==> src/sv/kvs_pkg.sv <==
package kvs_pkg;

    localparam int TIME_W   = 32;
    localparam int VAL_W    = 32;
    localparam int IDX_W    = 6;
    localparam int STATUS_W = 2;
    localparam int CNT_W    = 7;
    localparam int FRAC_W   = 16;

    localparam logic [STATUS_W-1:0] STATUS_OK      = 2'd0;
    localparam logic [STATUS_W-1:0] STATUS_CLAMPED = 2'd1;
    localparam logic [STATUS_W-1:0] STATUS_ZERO    = 2'd2;

    localparam logic FUNC_WRITE  = 1'b0;
    localparam logic FUNC_SAMPLE = 1'b1;

    typedef enum logic [2:0] {
        AXIS_X = 3'b001,
        AXIS_Y = 3'b010,
        AXIS_Z = 3'b100
    } axis_t;

    typedef struct packed {
        logic  load_req;
        logic  rd_start;
        logic  rd_next;
        logic  cursor_load;
        logic  capture_t0;
        logic  capture_t1;
        logic  capture_a;
        logic  capture_b;
        logic  div_start;
        logic  blend_go;
        logic  single_key;
        axis_t axis;
        logic  out_load;
    } kvs_cmd_t;

    typedef struct packed {
        logic func;
        logic search_hit;
        logic search_end;
        logic div_needed;
        logic div_done;
        logic blend_done;
    } kvs_stat_t;

endpackage

==> src/sv/kvs_ctrl.sv <==
module kvs_ctrl
    import kvs_pkg::*;
(
    input  logic      clk,
    input  logic      rst_n,
    input  logic      in_fire,
    input  logic      out_fire,
    input  logic      single,
    input  kvs_stat_t stat,
    output logic      in_ready,
    output logic      out_valid,
    output kvs_cmd_t  cmd
);

    typedef enum logic [10:0] {
        S_IDLE   = 11'b00000000001,
        S_SRD    = 11'b00000000010,
        S_SCHK   = 11'b00000000100,
        S_RD0    = 11'b00000001000,
        S_RD1    = 11'b00000010000,
        S_RDA    = 11'b00000100000,
        S_RDB    = 11'b00001000000,
        S_DIV    = 11'b00010000000,
        S_BLEND  = 11'b00100000000,
        S_BWAIT  = 11'b01000000000,
        S_OUT    = 11'b10000000000
    } state_t;

    state_t state_reg, state_next;
    axis_t  axis_reg, axis_next;
    logic   pend_reg, pend_next;

    assign in_ready  = (state_reg == S_IDLE);
    assign out_valid = pend_reg;

    always_comb
    begin
        state_next = state_reg;
        axis_next  = axis_reg;
        pend_next  = pend_reg;
        cmd        = '0;
        cmd.axis   = axis_reg;
        if (out_fire)
        begin
            pend_next = 1'b0;
        end
        unique case (state_reg)
            S_IDLE:
            begin
                if (in_fire)
                begin
                    cmd.load_req = 1'b1;
                    state_next   = S_SRD;
                end
            end
            S_SRD:
            begin
                if (!stat.func)
                begin
                    state_next = S_OUT;
                end
                else if (single)
                begin
                    axis_next  = AXIS_X;
                    cmd.single_key = 1'b1;
                    cmd.rd_start   = 1'b1;
                    state_next = S_RD1;
                end
                else
                begin
                    axis_next    = AXIS_X;
                    cmd.rd_start = 1'b1;
                    state_next   = S_SCHK;
                end
            end
            S_SCHK:
            begin
                if (stat.search_hit)
                begin
                    cmd.cursor_load = 1'b1;
                    state_next      = S_RD0;
                end
                else if (stat.search_end)
                begin
                    state_next = S_RD0;
                end
                else
                begin
                    cmd.rd_next = 1'b1;
                end
            end
            S_RD0:
            begin
                state_next = S_RD1;
            end
            S_RD1:
            begin
                cmd.capture_t0 = 1'b1;
                cmd.capture_a  = 1'b1;
                state_next     = S_RDA;
                axis_next      = AXIS_X;
            end
            S_RDA:
            begin
                if (axis_reg == AXIS_X)
                begin
                    cmd.capture_t1 = 1'b1;
                end
                else
                begin
                    cmd.capture_a = 1'b1;
                end
                state_next = S_RDB;
            end
            S_RDB:
            begin
                cmd.capture_b = 1'b1;
                if (axis_reg == AXIS_X)
                begin
                    cmd.div_start = 1'b1;
                    state_next    = S_DIV;
                end
                else
                begin
                    state_next = S_BLEND;
                end
            end
            S_DIV:
            begin
                if (stat.div_done)
                begin
                    state_next = S_BLEND;
                end
            end
            S_BLEND:
            begin
                cmd.blend_go = 1'b1;
                state_next   = S_BWAIT;
            end
            S_BWAIT:
            begin
                if (stat.blend_done)
                begin
                    unique case (axis_reg)
                        AXIS_X:
                        begin
                            axis_next  = AXIS_Y;
                            state_next = S_RDA;
                        end
                        AXIS_Y:
                        begin
                            axis_next  = AXIS_Z;
                            state_next = S_RDA;
                        end
                        default:
                        begin
                            state_next = S_OUT;
                        end
                    endcase
                end
            end
            S_OUT:
            begin
                if (!pend_reg || out_fire)
                begin
                    cmd.out_load = 1'b1;
                    pend_next    = 1'b1;
                    state_next   = S_IDLE;
                end
            end
            default:
            begin
                state_next = S_IDLE;
            end
        endcase
    end

    always_ff @(posedge clk or negedge rst_n)
    begin
        if (!rst_n)
        begin
            state_reg <= S_IDLE;
            axis_reg  <= AXIS_X;
            pend_reg  <= 1'b0;
        end
        else
        begin
            state_reg <= state_next;
            axis_reg  <= axis_next;
            pend_reg  <= pend_next;
        end
    end

endmodule

==> config.mk <==
export PLATFORM = sky130hd
export DESIGN_NAME = kvs_ctrl
export DESIGN_NICKNAME = d
export VERILOG_FILES = /design/src/sv/kvs_pkg.sv /design/src/sv/kvs_ctrl.sv
export SDC_FILE = /design/constraint.sdc
export NUM_CORES = 1
export LEC_CHECK = 0
export ABC_AREA = 1
export BUFFER_PORTS_ARGS = -buffer_cell sky130_fd_sc_hd__buf_2
export CAP_MARGIN = 30
export CORE_ASPECT_RATIO = 1.75
export CORE_MARGIN = 10
export CORE_UTILIZATION = 25
export DETAILED_ROUTE_END_ITERATION = 10
export MAX_ROUTING_LAYER = met4
export PLACE_DENSITY = 0.47
export SETUP_SLACK_MARGIN = 0.02
export SYNTH_ARGS = -nofsm -noshare
export SYNTH_HDL_FRONTEND = slang
export SYNTH_SLANG_ARGS = --single-unit
==> constraint.sdc <==
create_clock -name clk -period 2.43 [get_ports clk]
set_input_delay 0.3645 -clock clk [delete_from_list [all_inputs] [get_ports clk]]
set_output_delay 0.3645 -clock clk [all_outputs]
set_load 0.05 [all_outputs]
==> results.py <==
metrics = {
    "pwr": {
        "leakagePower_nw": 0.768,
        "fin_total_pwr_mw": 1.01,
        "power_density_nw_per_um2": 799,
        "vdd.ir_drop.worst_mv": 0.700,
    },
    "placed_design": {
        "dpl.cell_count": 227,
        "portBuffers": 26,
        "hpwlAfterDp_um": 2230,
        "pre_cts_ws_ns": 0.538,
        "dpl_cell_area_um2": 1220,
        "globalplace.congestion": 0.737,
    },
    "floorplan": {
        "num_io_pins": 28,
        "die_h_um": 105,
        "design.core.area_um2": 3940,
        "die-width_um": 68.5,
        "rows": 30,
        "die-area_um2": 7180,
        "start_util_pct": 26.1,
    },
    "finish": {
        "num_antenna_cells": 0,
        "final_cell_area_um2": 1270,
        "largest_register_ffs": 11,
        "n_fill_cell": 468,
        "drive_gt1_share_pct": 27.3,
        "final_core_util_pct": 32.1,
        "final_common_cell": "nand2_1",
        "nNetsFinal": 195,
        "final_cell_mix": "nand2_1, inv_1, buf_2",
        "post_layout_nonfiller_instances": 231,
        "area_growth_pct": 23.1,
    },
    "worst_setup_path": {
        "worstSetupPathType": "reg2out",
        "cp.required_ns": 2.07,
        "startpoint_type": "flip-flop",
        "end_kind": "output pin",
        "rr_worst_depth": 8,
        "crit_arrival_ns": 1.79,
        "crit_fanout": 5,
    },
    "timing": {
        "timing.setup.tns_ns": 0,
        "hold_slack_ns": 0.0254,
        "finalClockSkew_ns": 0.00473,
        "finalMaxSlewViolations": 0,
        "hold_viol_final": 0,
        "setup_violations": 0,
        "timing.final.ws_setup_ns": 0.277,
        "grt_setup_unrepaired": "no",
        "worst_slew_pin_slew_ns": 0.368,
        "period_minus_slack_ns": 2.15,
        "max_freq_mhz": 464,
        "fin_crit_sh_pct": 88.6,
        "relSlewSlack_pct": 75.5,
    },
    "drt": {
        "first_pass_iters": 4,
        "drt_drc_violations_left": 0,
        "drt-total-wl_um": 2650,
        "ant_nets": 0,
        "vias_per_cell": 4.32,
        "vias": 998,
        "drt_iter0_markers": 30,
        "wl_per_cell_um": 11.5,
    },
    "clock_tree": {
        "path_clk_slew_ns": 0.07,
        "clock_latency_ns": 0.25,
        "numCtsBuffers": 3,
        "htree_levels": 1,
        "tritoncts": "built",
        "clkSinkCount": 15,
        "post_cts_resized": 0,
        "clock_path_buffers": 2,
        "post-cts-setup-buffers": 0,
        "ctsHoldBuffers": 0,
        "cts_root_buf": "clkbuf_8",
    },
    "global_routing": {
        "grt_overflow": 0,
        "grt_pass1_wl_um": 4630,
        "grtUsageTotal_pct": 8.42,
        "grt_max_degree": 16,
        "first_global_vias": 1062,
        "antenna_found_initial": 0,
    },
    "synthesis": {
        "ys.flop_type": "dfrtp_1",
        "synth_edf_count": 0,
        "ys_seq_area_share_pct": 36.7,
        "synthArstFlopShare_pct": 100,
        "syn_area_um2": 1030,
        "syn_inst": 153,
        "synth.net_count": 164,
        "yosys_warnings": 0,
        "yosysUniqueCellTypes": 21,
        "synth-seq-cells": 15,
        "avgSynthCellArea_um2": 6.72,
    },
    "outcome": {
        "status": "finished clean",
    },
    "worst_hold_path": {
        "hold_path.class": "in2async",
    },
    "run": {
        "drv_cap": 0,
    },
}
==> power by group <==
group | internal [mW] | switching (mW) | leakage [nW]
combinational | 0.137 | 0.351 | 0.544
sequential | 0.293 | 0.0264 | 0.202
clock | 0.116 | 0.0896 | 0.0228
total | 0.546 | 0.467 | 0.768
==> worst max-delay path, cell delays in order, from the launching register on <==
cell and delay, ns:
dfrtp_1 0.42, nor2_1 0.14, nand2_2 0.12, nor2_4 0.19
nand2_1 0.12, nor2_2 0.16, inv_2 0.07, nor2_2 0.07
buf_2 0.26
==> area by class of cell <==
class | count | area [um^2] | area share, %
clock buffers | 4 | 45.0 | 3.56
repair buffers | 26 | 130 | 10.3
multi-input cells | 105 | 529 | 41.8
inverters | 33 | 124 | 9.78
well taps | 48 | 60.1 | 4.74
flip-flops and latches | 15 | 378 | 29.8
==> metal layers <==
metal | track usage [%] | share of wire, % | vias up | wire (um)
met3 | 1.93 | 5.5 | 2 | 147
li1 | - | - | 529 | -
met4 | 3.90 | 1.1 | 0 | 29
met1 | 8.75 | 40 | 444 | 1070
met2 | 14.1 | 53 | 23 | 1400
met5 | - | 0 | - | 0
==> synth_stat cells, types with 3 or more instances <==
library cell	number	area [um^2]
nand2_2	5	31.3
nor3_1	3	15.0
nand3_2	4	40.0
nand3_1	7	35.0
dfrtp_1	13	325
nand2_1	35	131
nor2_1	26	97.6
nor3_2	3	30.0
o21ai_0	6	30.0
nand4_1	4	25.0
nor2_4	3	33.8
inv_1	31	116
==> cells by family (layout without fill, tap and decap cells) <==
group / after synthesis / after routing / synth area share, %
AND/OR/NAND/NOR: 95 / 95 / 46.1
buffers and inverters: 33 / 63 / 12.0
flip-flops: 15 / 15 / 36.7
AO/OA/AOI/OAI: 10 / 10 / 5.11
==> worst paths after layout <==
kind / from / endpoint / slack (ns)
worst max-delay path: state_reg[8] / cmd[4] / 0.28
worst min-delay path: rst_n / state_reg[10] / 0.03
worst max register to register: state_reg[0] / state_reg[5] / 0.84
worst min register to register: axis_reg[0] / axis_reg[0] / 0.48
max in group asynchronous: rst_n / axis_reg[0] / 2.10
min in group clk: out_fire / out_valid / 0.30
(Power assumes the default switching activity.)
